**config.mk**
```make
export PLATFORM = sky130hd
export DESIGN_NAME = periodic_task_slot_scheduler_core
export DESIGN_NICKNAME = d
export VERILOG_FILES = /design/src/rtl/ptss_pkg.sv /design/src/rtl/ptss_slot_eval.sv /design/src/rtl/periodic_task_slot_scheduler_core.sv
export SDC_FILE = /design/constraint.sdc
export NUM_CORES = 2
export LEC_CHECK = 0
export BUFFER_PORTS_ARGS = -buffer_cell sky130_fd_sc_hd__buf_2
export CAP_MARGIN = 40
export CELL_PAD_IN_SITES_DETAIL_PLACEMENT = 0
export CELL_PAD_IN_SITES_GLOBAL_PLACEMENT = 1
export CORE_MARGIN = 8
export CORE_UTILIZATION = 55
export DETAILED_ROUTE_END_ITERATION = 10
export PLACE_DENSITY = 0.87
export SLEW_MARGIN = 10
export SYNTH_ARGS = -nofsm -noshare
export SYNTH_HDL_FRONTEND = slang
export SYNTH_HIERARCHICAL = 1
export SYNTH_SLANG_ARGS = --single-unit
```
**constraint.sdc**
```tcl
create_clock -name clk -period 60 [get_ports clk]
set_clock_uncertainty 0.2 [all_clocks]
set_input_delay 6 -clock clk [delete_from_list [all_inputs] [get_ports clk]]
set_output_delay 6 -clock clk [all_outputs]
set_load 0.01 [all_outputs]
```
**src/rtl/ptss_pkg.sv**
```systemverilog
// Shared types and constants for the periodic task slot scheduler.
`timescale 1ns / 1ps

package ptss_pkg;

    localparam int          MAX_RESULTS = 16;
    localparam int          FIRE_W      = $clog2(MAX_RESULTS + 1);
    localparam logic [31:0] ALL_ONES    = 32'hFFFF_FFFF;
    localparam logic [31:0] COUNT_WRAP  = 32'hFFFF_FFFE;

    typedef enum logic [2:0] {
        OP_SCAN        = 3'd0,
        OP_REGISTER    = 3'd1,
        OP_UNREGISTER  = 3'd2,
        OP_RESET_COUNT = 3'd3,
        OP_QUERY       = 3'd4
    } opcode_t;

    typedef enum logic [1:0] {
        ST_IDLE,
        ST_SCAN,
        ST_DONE
    } state_t;

    typedef struct packed {
        logic [2:0]  opcode;
        logic [31:0] now_tick;
        logic [3:0]  slot;
        logic [31:0] period_ticks;
        logic [31:0] first_delay;
        logic [31:0] run_limit;
    } req_t;

    typedef struct packed {
        logic [3:0] out_slot;
        logic       fired;
        logic       was_late;
        logic       flag;
        logic       last;
    } rsp_t;

    typedef struct packed {
        logic        active;
        logic [31:0] anchor;
        logic [31:0] delay;
        logic [31:0] period;
        logic [31:0] limit;
        logic [31:0] count;
        logic [31:0] last_tick;
    } slot_rd_t;

    typedef struct packed {
        logic        fire;
        logic        late;
        logic [31:0] next_count;
        logic [31:0] next_tick;
    } slot_eval_t;

endpackage

```
**src/rtl/ptss_slot_eval.sv**
```systemverilog
// Firing decision and state update for one task slot during a scan.
`timescale 1ns / 1ps

module ptss_slot_eval
    import ptss_pkg::*;
(
    input  logic [31:0] now_tick,
    input  slot_rd_t    rd,
    input  logic        fire_ok,
    output slot_eval_t  ev
);

    logic [31:0] since_anchor;
    logic [31:0] elapsed;
    logic        due;

    assign since_anchor = now_tick - rd.anchor;
    assign elapsed      = now_tick - rd.last_tick;

    assign due = rd.active
              && (since_anchor >= rd.delay)
              && (rd.count < rd.limit)
              && (elapsed >= rd.period);

    always_comb
    begin
        ev.fire       = due && fire_ok;
        ev.late       = elapsed > rd.period;
        ev.next_tick  = ev.late ? now_tick : (rd.last_tick + rd.period);
        ev.next_count = (rd.count == COUNT_WRAP) ? 32'd0 : (rd.count + 32'd1);
    end

endmodule

```
**src/rtl/periodic_task_slot_scheduler_core.sv**
```systemverilog
// Top level of the periodic task slot scheduler.
`timescale 1ns / 1ps

// Register, unregister, reset-count and query requests each give one
// registered result. A scan walks the slot memories one slot per cycle while
// the result side does not stall, and reports the lowest-numbered firing
// slots, at most 16, in slot order, with last set on the final result, or a
// single empty result when nothing fires. One request is in work at a time.
module periodic_task_slot_scheduler_core
    import ptss_pkg::*;
#(
    parameter int SLOT_COUNT = 16
)
(
    input  logic clk,
    input  logic rst_n,
    input  logic req_valid,
    output logic req_stall,
    input  req_t req,
    output logic rsp_valid,
    input  logic rsp_stall,
    output rsp_t rsp
);

    localparam int SW = (SLOT_COUNT > 1) ? $clog2(SLOT_COUNT) : 1;
    localparam int RW = $clog2(SLOT_COUNT + 1);

    state_t state_reg, state_next;

    logic              out_valid_reg, out_valid_next;
    rsp_t              out_data_reg, out_data_next;
    logic [31:0]       now_reg, now_next;
    logic [RW-1:0]     rd_idx_reg, rd_idx_next;
    logic              ev_valid_reg, ev_valid_next;
    logic [SW-1:0]     ev_idx_reg, ev_idx_next;
    logic [FIRE_W-1:0] fire_cnt_reg, fire_cnt_next;
    logic              pend_valid_reg, pend_valid_next;
    logic [3:0]        pend_slot_reg, pend_slot_next;
    logic              pend_late_reg, pend_late_next;
    logic [SLOT_COUNT-1:0] active_reg, active_next;
    logic [SLOT_COUNT-1:0] dyn_vld_reg, dyn_vld_next;

    logic [127:0] stat_mem [SLOT_COUNT];
    logic [63:0]  dyn_mem  [SLOT_COUNT];
    logic [127:0] stat_rd;
    logic [63:0]  dyn_rd;

    logic          out_can_load;
    logic          take;
    logic          slot_ok;
    logic [SW-1:0] req_idx;
    logic          rd_en;
    logic          stat_we;
    logic          dyn_we_cnt;
    logic          dyn_we_tick;
    logic [SW-1:0] dyn_waddr;
    logic [31:0]   dyn_wcnt;
    logic [31:0]   dyn_wtick;
    logic          hold;
    logic          scan_end;
    slot_rd_t      slot_rd;
    slot_eval_t    ev;

    assign out_can_load = !out_valid_reg || !rsp_stall;
    assign take         = req_valid && !req_stall;
    assign slot_ok      = 32'(req.slot) < SLOT_COUNT;
    assign req_idx      = SW'(req.slot);
    assign scan_end     = (rd_idx_reg == RW'(SLOT_COUNT)) && !ev_valid_reg;

    assign rsp_valid = out_valid_reg;
    assign rsp       = out_data_reg;

    always_ff @(posedge clk)
    begin
        if (stat_we)
        begin
            stat_mem[req_idx] <= {req.now_tick, req.first_delay,
                                  (req.period_ticks == 32'd0) ? 32'd1 : req.period_ticks,
                                  req.run_limit};
        end
        if (rd_en)
        begin
            stat_rd <= stat_mem[SW'(rd_idx_reg)];
        end
    end

    always_ff @(posedge clk)
    begin
        if (dyn_we_cnt)
        begin
            dyn_mem[dyn_waddr][63:32] <= dyn_wcnt;
        end
        if (dyn_we_tick)
        begin
            dyn_mem[dyn_waddr][31:0] <= dyn_wtick;
        end
        if (rd_en)
        begin
            dyn_rd <= dyn_mem[SW'(rd_idx_reg)];
        end
    end

    always_comb
    begin
        slot_rd.active    = active_reg[ev_idx_reg];
        slot_rd.anchor    = stat_rd[127:96];
        slot_rd.delay     = stat_rd[95:64];
        slot_rd.period    = stat_rd[63:32];
        slot_rd.limit     = stat_rd[31:0];
        slot_rd.count     = dyn_vld_reg[ev_idx_reg] ? dyn_rd[63:32] : 32'd0;
        slot_rd.last_tick = dyn_vld_reg[ev_idx_reg] ? dyn_rd[31:0] : 32'd0;
    end

    ptss_slot_eval u_eval (
        .now_tick (now_reg),
        .rd       (slot_rd),
        .fire_ok  (fire_cnt_reg < FIRE_W'(MAX_RESULTS)),
        .ev       (ev)
    );

    always_comb
    begin
        state_next = state_reg;
        unique case (state_reg)
            ST_IDLE:
            begin
                if (take && (opcode_t'(req.opcode) == OP_SCAN))
                begin
                    state_next = ST_SCAN;
                end
            end
            ST_SCAN:
            begin
                if (scan_end)
                begin
                    state_next = ST_DONE;
                end
            end
            ST_DONE:
            begin
                if (out_can_load)
                begin
                    state_next = ST_IDLE;
                end
            end
            default:
            begin
                state_next = ST_IDLE;
            end
        endcase
    end

    always_comb
    begin
        out_valid_next  = out_valid_reg && rsp_stall;
        out_data_next   = out_data_reg;
        now_next        = now_reg;
        rd_idx_next     = rd_idx_reg;
        ev_valid_next   = ev_valid_reg;
        ev_idx_next     = ev_idx_reg;
        fire_cnt_next   = fire_cnt_reg;
        pend_valid_next = pend_valid_reg;
        pend_slot_next  = pend_slot_reg;
        pend_late_next  = pend_late_reg;
        active_next     = active_reg;
        dyn_vld_next    = dyn_vld_reg;
        req_stall       = 1'b1;
        rd_en           = 1'b0;
        stat_we         = 1'b0;
        dyn_we_cnt      = 1'b0;
        dyn_we_tick     = 1'b0;
        dyn_waddr       = ev_idx_reg;
        dyn_wcnt        = 32'd0;
        dyn_wtick       = 32'd0;
        hold            = 1'b0;

        unique case (state_reg)
            ST_IDLE:
            begin
                req_stall = !out_can_load;
                if (take)
                begin
                    if (opcode_t'(req.opcode) == OP_SCAN)
                    begin
                        now_next        = req.now_tick;
                        rd_idx_next     = '0;
                        ev_valid_next   = 1'b0;
                        fire_cnt_next   = '0;
                        pend_valid_next = 1'b0;
                    end
                    else
                    begin
                        out_valid_next = 1'b1;
                        out_data_next  = '{req.slot, 1'b0, 1'b0, 1'b0, 1'b1};
                        if (slot_ok)
                        begin
                            unique case (opcode_t'(req.opcode))
                                OP_REGISTER:
                                begin
                                    stat_we              = 1'b1;
                                    active_next[req_idx] = 1'b1;
                                    out_data_next.flag   = 1'b1;
                                end
                                OP_UNREGISTER:
                                begin
                                    if (active_reg[req_idx])
                                    begin
                                        active_next[req_idx]  = 1'b0;
                                        out_data_next.flag    = 1'b1;
                                        dyn_waddr             = req_idx;
                                        dyn_we_cnt            = 1'b1;
                                        dyn_we_tick           = !dyn_vld_reg[req_idx];
                                        dyn_vld_next[req_idx] = 1'b1;
                                    end
                                end
                                OP_RESET_COUNT:
                                begin
                                    dyn_waddr             = req_idx;
                                    dyn_we_cnt            = 1'b1;
                                    dyn_we_tick           = !dyn_vld_reg[req_idx];
                                    dyn_vld_next[req_idx] = 1'b1;
                                end
                                OP_QUERY:
                                begin
                                    out_data_next.flag = active_reg[req_idx];
                                end
                                default:
                                begin
                                    out_data_next.flag = 1'b0;
                                end
                            endcase
                        end
                    end
                end
            end
            ST_SCAN:
            begin
                hold = ev_valid_reg && ev.fire && pend_valid_reg && !out_can_load;
                if (!hold)
                begin
                    if (ev_valid_reg && ev.fire)
                    begin
                        dyn_waddr  = ev_idx_reg;
                        dyn_we_cnt  = 1'b1;
                        dyn_we_tick = 1'b1;
                        dyn_wcnt    = ev.next_count;
                        dyn_wtick   = ev.next_tick;
                        dyn_vld_next[ev_idx_reg] = 1'b1;
                        fire_cnt_next = fire_cnt_reg + FIRE_W'(1);
                        if (pend_valid_reg)
                        begin
                            out_valid_next = 1'b1;
                            out_data_next  = '{pend_slot_reg, 1'b1, pend_late_reg, 1'b0, 1'b0};
                        end
                        pend_valid_next = 1'b1;
                        pend_slot_next  = 4'(ev_idx_reg);
                        pend_late_next  = ev.late;
                    end
                    if (rd_idx_reg < RW'(SLOT_COUNT))
                    begin
                        rd_en         = 1'b1;
                        ev_valid_next = 1'b1;
                        ev_idx_next   = SW'(rd_idx_reg);
                        rd_idx_next   = rd_idx_reg + RW'(1);
                    end
                    else
                    begin
                        ev_valid_next = 1'b0;
                    end
                end
            end
            ST_DONE:
            begin
                if (out_can_load)
                begin
                    out_valid_next = 1'b1;
                    if (pend_valid_reg)
                    begin
                        out_data_next = '{pend_slot_reg, 1'b1, pend_late_reg, 1'b0, 1'b1};
                    end
                    else
                    begin
                        out_data_next = '{4'd0, 1'b0, 1'b0, 1'b0, 1'b1};
                    end
                    pend_valid_next = 1'b0;
                end
            end
            default:
            begin
                req_stall = 1'b1;
            end
        endcase
    end

    always_ff @(posedge clk or negedge rst_n)
    begin
        if (!rst_n)
        begin
            state_reg      <= ST_IDLE;
            out_valid_reg  <= 1'b0;
            rd_idx_reg     <= '0;
            ev_valid_reg   <= 1'b0;
            fire_cnt_reg   <= '0;
            pend_valid_reg <= 1'b0;
            active_reg     <= '0;
            dyn_vld_reg    <= '0;
        end
        else
        begin
            state_reg      <= state_next;
            out_valid_reg  <= out_valid_next;
            rd_idx_reg     <= rd_idx_next;
            ev_valid_reg   <= ev_valid_next;
            fire_cnt_reg   <= fire_cnt_next;
            pend_valid_reg <= pend_valid_next;
            active_reg     <= active_next;
            dyn_vld_reg    <= dyn_vld_next;
        end
    end

    always_ff @(posedge clk)
    begin
        out_data_reg  <= out_data_next;
        now_reg       <= now_next;
        ev_idx_reg    <= ev_idx_next;
        pend_slot_reg <= pend_slot_next;
        pend_late_reg <= pend_late_next;
    end

endmodule
```
## Yosys cells after proc, flatten, opt, wreduce, memory -nomap -nowiden

Memory sizes are Yosys's and may differ from the RTL's. A register that Yosys moved wholly into a read port is not among the register bits.
Index checks and enable logic that the tools add are counted.

| operators by class | value |
|---|---|
| $add $sub $neg | 6 |
| $lt $le $gt $ge | 10 |
| equal/unequal tests | 21 |
| multiplexer cells | 99 |
| bitwise logic cells | 7 |
| reductions and logical operators | 37 |

Operators by type and width:

| cell | count |
|---|---|
| $mux 32 | 11 |
| $mux 16 | 6 |
| $pmux 16 s2 | 3 |
| $ge 32x32->1 | 2 |
| $sub 32x32->32 | 2 |
| $mux 8 | 7 |
| $or 16x16->16 | 3 |
| $mux 1 | 40 |
| $add 32x1->32 const B | 1 |
| $add 32x32->32 | 1 |
| $eq 32x32->1 const B | 1 |
| $gt 32x32->1 | 1 |
| $logic_not 32->1 | 1 |
| $lt 32x32->1 | 1 |
| $mux 5 | 6 |
| $pmux 8 s3 | 1 |
| $ne 2x2->1 const B | 11 |
| $pmux 5 s2 | 2 |
| $and 16x16->16 | 1 |
| $bmux 1 s4 | 4 |
| $mux 4 | 4 |
| $not 16->16 | 1 |
| $reduce_and 5->1 | 3 |
| $reduce_and 7->1 | 2 |
| other kinds (29) | 65 |

| word-level totals | value |
|---|---|
| bits in registers | 96 |
| RAM bits | 3072 |
| input port bits | 139 |
| output and inout port bits | 10 |
| logic and storage cells | 199 |
| memories | 2 |

Memories:

| memory | depth | bits a word | rd ports | clocked after Yosys merged registers in | write ports | line | RTL |
|---|---|---|---|---|---|---|---|
| stat_mem | 16 | 128 | 1 | 1 | 1 | periodic_task_slot_scheduler_core.sv:43 | `logic [127:0] stat_mem [SLOT_COUNT];` |
| dyn_mem | 16 | 64 | 1 | 1 | 1 | periodic_task_slot_scheduler_core.sv:44 | `logic [63:0] dyn_mem [SLOT_COUNT];` |

## Depth between registers and ports, before layout

| depth | value |
|---|---|
| word-level depth | 14 |
| depth in mapped cells | 34 |
| gate-level depth less buffers | 31 |

## Cells and area by module

Netlist, hierarchy kept.

Modules (own cells, without submodules):

| module | instances | cells each | area an instance (um^2) | sequential area each (um^2) |
|---|---|---|---|---|
| periodic_task_slot_scheduler_core | 1 | 5087 | 126567.6 | 100661.5 |
| ptss_slot_eval | 1 | 1163 | 8008.9 | 0.0 |

## Worst setup path before layout

OpenSTA, ideal clock, no wires.

| timing path | value |
|---|---|
| path kind | input-to-reg |
| start | input rsp_stall |
| end | register dyn_rd[0] (read register of dyn_mem), enable pin |
| library setup time | 979 ps |
| arrival | 19142 ps |
| data required time | 58821 ps |
| setup slack | 39679 ps |
| cell stages on the path | 3 |
| buffers on the path | 0 |
| cells stage by stage | nand2_1 -> nor2_1 -> nor3_1 |

| between the ends | value |
|---|---|
| cells in the longest elaborated chain, start to end | 6 |

Ends and longest elaborated chain:

| item | line | RTL |
|---|---|---|
| start, declared | periodic_task_slot_scheduler_core.sv:21 | `input logic rsp_stall,` |
| $logic_not 1->1 | periodic_task_slot_scheduler_core.sv:64 | `assign out_can_load = !out_valid_reg \|\| !rsp_stall;` |
| $logic_or 1x1->1 | periodic_task_slot_scheduler_core.sv:64 |  |
| $logic_not 1->1 | periodic_task_slot_scheduler_core.sv:238 | `hold = ev_valid_reg && ev.fire && pend_valid_reg && !out_can_load;` |
| $logic_and 1x1->1 | periodic_task_slot_scheduler_core.sv:238 |  |
| $mux 1 | periodic_task_slot_scheduler_core.sv:239 | `if (!hold)` |
| $mux 1 | periodic_task_slot_scheduler_core.sv:177 | `unique case (state_reg)` |
| net rd_en | periodic_task_slot_scheduler_core.sv:52 | `logic rd_en;` |
| end, declared | periodic_task_slot_scheduler_core.sv:46 | `logic [63:0] dyn_rd;` |

The timed path passes the listed nets, and every way through them passes these cells.
A chain may end at the register's enable or synchronous reset.

## Worst setup path in the final report

| timing path | value |
|---|---|
| start | input rsp_stall |
| end | output req_stall |

| between the ends | value |
|---|---|
| cells in the longest elaborated chain, start to end | 4 |

Ends and longest elaborated chain:

| item | line | RTL |
|---|---|---|
| $logic_not 1->1 | periodic_task_slot_scheduler_core.sv:64 |  |
| $logic_or 1x1->1 | periodic_task_slot_scheduler_core.sv:64 |  |
| $logic_not 1->1 | periodic_task_slot_scheduler_core.sv:180 | `req_stall = !out_can_load;` |
| $mux 1 | periodic_task_slot_scheduler_core.sv:177 |  |
| end, declared | periodic_task_slot_scheduler_core.sv:18 | `output logic req_stall,` |

Every way passes these cells.

==> results by group <==
Clocking
  • Post-CTS Setup Bufs: 0
  • Htree depth: 5
  • Clock latency at the later pin of the worst-skew pair: 980 ps
  • Clk sinks: 3360
  • Clock buffer count from CTS: 328
  • Hold-fix buffers, CTS: 0
  • Post-cts resize count: 0
  • Max clock buf depth: 4
  • Clock slew at reported path FFs: 60 ps
  • CTS tree: built
  • Root Driver: clkbuf_16

Power
  • Clock share of power: 34.2%
  • Leak: 49.9 nW
  • P_int: 4.26 mW
  • Sw power: 1.57 mW
  • PD cells: 38.7 nW/um2
  • Sequential power share: 45.5%
  • Maximum vdd drop: 0.0000473 V
  • Sw frac: 26.9%
  • Logic pwr share: 20.3%

Global routing
  • Vias in the first global route: 69300
  • Largest net degree at the start of global routing: 150
  • Initial antenna violation count: 59
  • Grt ovf: 0
  • Total GRT Usage: 26.3%
  • First-pass GRT wire length: 500 mm

Setup path
  • Slowest stage delay, CP: 180 ps
  • CP max-delay cell: nand2_1
  • Critical-path cell list: buf_2, nand2_1, nand2_1, buf_2
  • R2r startpoint: ev_idx_reg[0]
  • Cells on worst reg2reg path: 31
  • Delay-heaviest family, CP: buffers and inverters
  • Crit start category: input pin
  • Critical path depth: 4
  • Crit path arrival time: 6520 ps
  • Worst setup endpoint: req_stall
  • Reg-to-reg slack, setup: 48980 ps
  • CP Class: input pin to output port
  • CP max FO: 7
  • Reg-to-Reg End: dyn_mem[4][47]
  • Crit path capture type: output port
  • Crit path from: rsp_stall
  • WP data required: 53800 ps
  • Worst path bufs/invs: 2

Cells and area
  • Final instance area: 151000 um2
  • Fin nets: 6917
  • Reg with most FFs: stat_mem
  • Largest regs: stat_mem x2048, dyn_mem x1024, stat_rd x128
  • Most frequent cells in the layout: 3313 x edfxtp_1, 972 x mux4_2, 333 x clkbuf_16, 198 x ha_1, 193 x inv_1
  • Area delta synth->final: 11.9%
  • Max reg flops: 2048
  • Final core occ: 61.9%
  • Share of layout cells above drive strength 1: 26.5%
  • Commonest non-fill, non-tap cell in the layout: edfxtp_1

Synthesis
  • Distinct cells, synth: 90
  • Syn Inst Count: 6250
  • Sequential area share after synthesis: 74.8%
  • Avg Cell Area, Syn: 21.5 um2
  • FF+latch count, synth: 3360
  • Area of the mapped netlist: 135000 um2
  • EDFF count, synth: 3313
  • Yosys warns: 6
  • Ys async rst share: 1.40%
  • Ys flop type: edfxtp_1
  • Syn Nets: 6590

Drt
  • Vias/cell: 6.76
  • Met2 WL: 175 mm
  • DR WL met3: 34.6 mm
  • DRC: 0
  • Post-route met1 wirelength: 124 mm
  • Drt wl/cell: 34.8 um
  • First DRT Iteration DRCs: 9156
  • Routed WL: 349 mm
  • TritonRoute pass-1 iters: 7
  • Detail Route Antenna Nets: 0
  • Via count: 67800
  • Top routing layer used: met5

Place
  • Dpl cell area: 140000 um2
  • I/O Buffers: 148
  • Post-DP HPWL: 180 mm
  • Final Wtd Congestion: 0.878

Outcome
  • Status: finished, final reports clean

Floorplan
  • FP Rows: 181
  • Starting Density: 55.3%
  • Die W: 511 um
  • Core ar.: 243000 um2
  • I/O pins: 149
  • Die area: 261000 um2
  • Die Ht: 511 um

STA
  • Final period util: 21.2%
  • Fmax: 0.0786 GHz
  • Max-slew violations: 0
  • Tmin final: 12720 ps
  • Final Hold Fails: 0
  • Worst-Margin Slew: 1410 ps
  • Slew HR: 6.15%
  • Setup TNS: 0 ps
  • RSZ-0062 raised after global routing: no
  • Final setup viols: 0
  • Hold Slack: 298 ps

Job
  • Max cap viols: 0

Worst hold path
  • Hold WC Path Type: flop to flop
[Yosys cell counts, drive strengths merged, types with 15 or more instances]
cell    number  area share, %
a21o        72           0.40
a211oi      15          0.087
a21oi      124           0.46
buf        103           0.36
nand3       41           0.15
dfrtp       47           0.87
o21bai      32           0.18
xor2        47           0.31
and3        20          0.094
nor2b       27           0.13
edfxtp    3313             74
ha         198            1.8
nand2      110           0.31
nor2       153           0.43
o21a        17          0.095
nand4       36           0.17
mux4       976             16
xnor2       62           0.40
o21ai      130           0.49
inv        194           0.54
a31oi       24           0.12
clkbuf     194           0.54
nor3        23          0.086
and2       142           0.66
[power by group through the flow]
stage | Sequential, mW | Combinational (mW) | Clock (mW)
2_1_floorplan | 2.69 | 0.802 | 0
3_3_place_gp | 2.71 | 1.09 | 0
3_5_place_dp | 2.70 | 1.14 | 0
4_1_cts | 2.65 | 1.18 | 2.01
5_1_grt | 2.66 | 1.24 | 2.09
6_report | 2.65 | 1.18 | 1.99
[area by class of cell]
| type | count | area, um2 |
|---|---|---|
| flip-flops and latches | 3360 | 101000 |
| fillers | 15500 | 92700 |
| multi-input cells | 2398 | 32400 |
| clock buffers | 396 | 8570 |
| well taps | 3202 | 4010 |
| repair buffers | 295 | 2650 |
| clock inverters | 159 | 1460 |
| inverters | 194 | 728 |
| diodes | 32 | 80.1 |
[per-layer routing]
metal  global-route usage (%)  vias to the layer above
met5                        0                        -
met4                     11.1                       12
met3                     5.29                      779
met2                     44.1                     4811
met1                     33.9                    35500
li1                         -                    26700
[cells by family after synthesis]
group / Yosys count / share of synthesized area [%]
AOI/OAI and AO/OA: 498 / 2.42
muxes: 989 / 16.5
xor gates and xnor gates: 109 / 0.709
buffers and inverters: 492 / 1.45
and+or+nand+nor: 601 / 2.29
adders and majority gates: 201 / 1.89
DFF: 3360 / 74.8
[how the worst min path moves through the flow]
| stage | from | end | cells after the start | slack (ps) |
|---|---|---|---|---|
| 3_3_place_gp | dyn_vld_reg[7] | dyn_vld_reg[7] | 1 | 280 |
| 5_1_grt | dyn_vld_reg[10] | dyn_vld_reg[10] | 1 | 320 |
| 3_5_place_dp | dyn_vld_reg[10] | dyn_vld_reg[10] | 1 | 280 |
| 6_report | dyn_vld_reg[10] | dyn_vld_reg[10] | 1 | 300 |
| 2_1_floorplan | rd_idx_reg[2] | ev_idx_reg[2] | 0 | 220 |
| 4_1_cts | dyn_vld_reg[10] | dyn_vld_reg[10] | 1 | 300 |
[through the flow]
stage               std cells  power, mW  worst slack, ps
finish                  10000       5.83            47280
global route            10000       5.99            47240
CTS                      9999       5.84            47270
detailed placement       9444       3.85            47280
global placement         9409       3.80            47270
floorplan                6250       3.49            39680
Note: power is estimated with default switching activity, not from simulation.
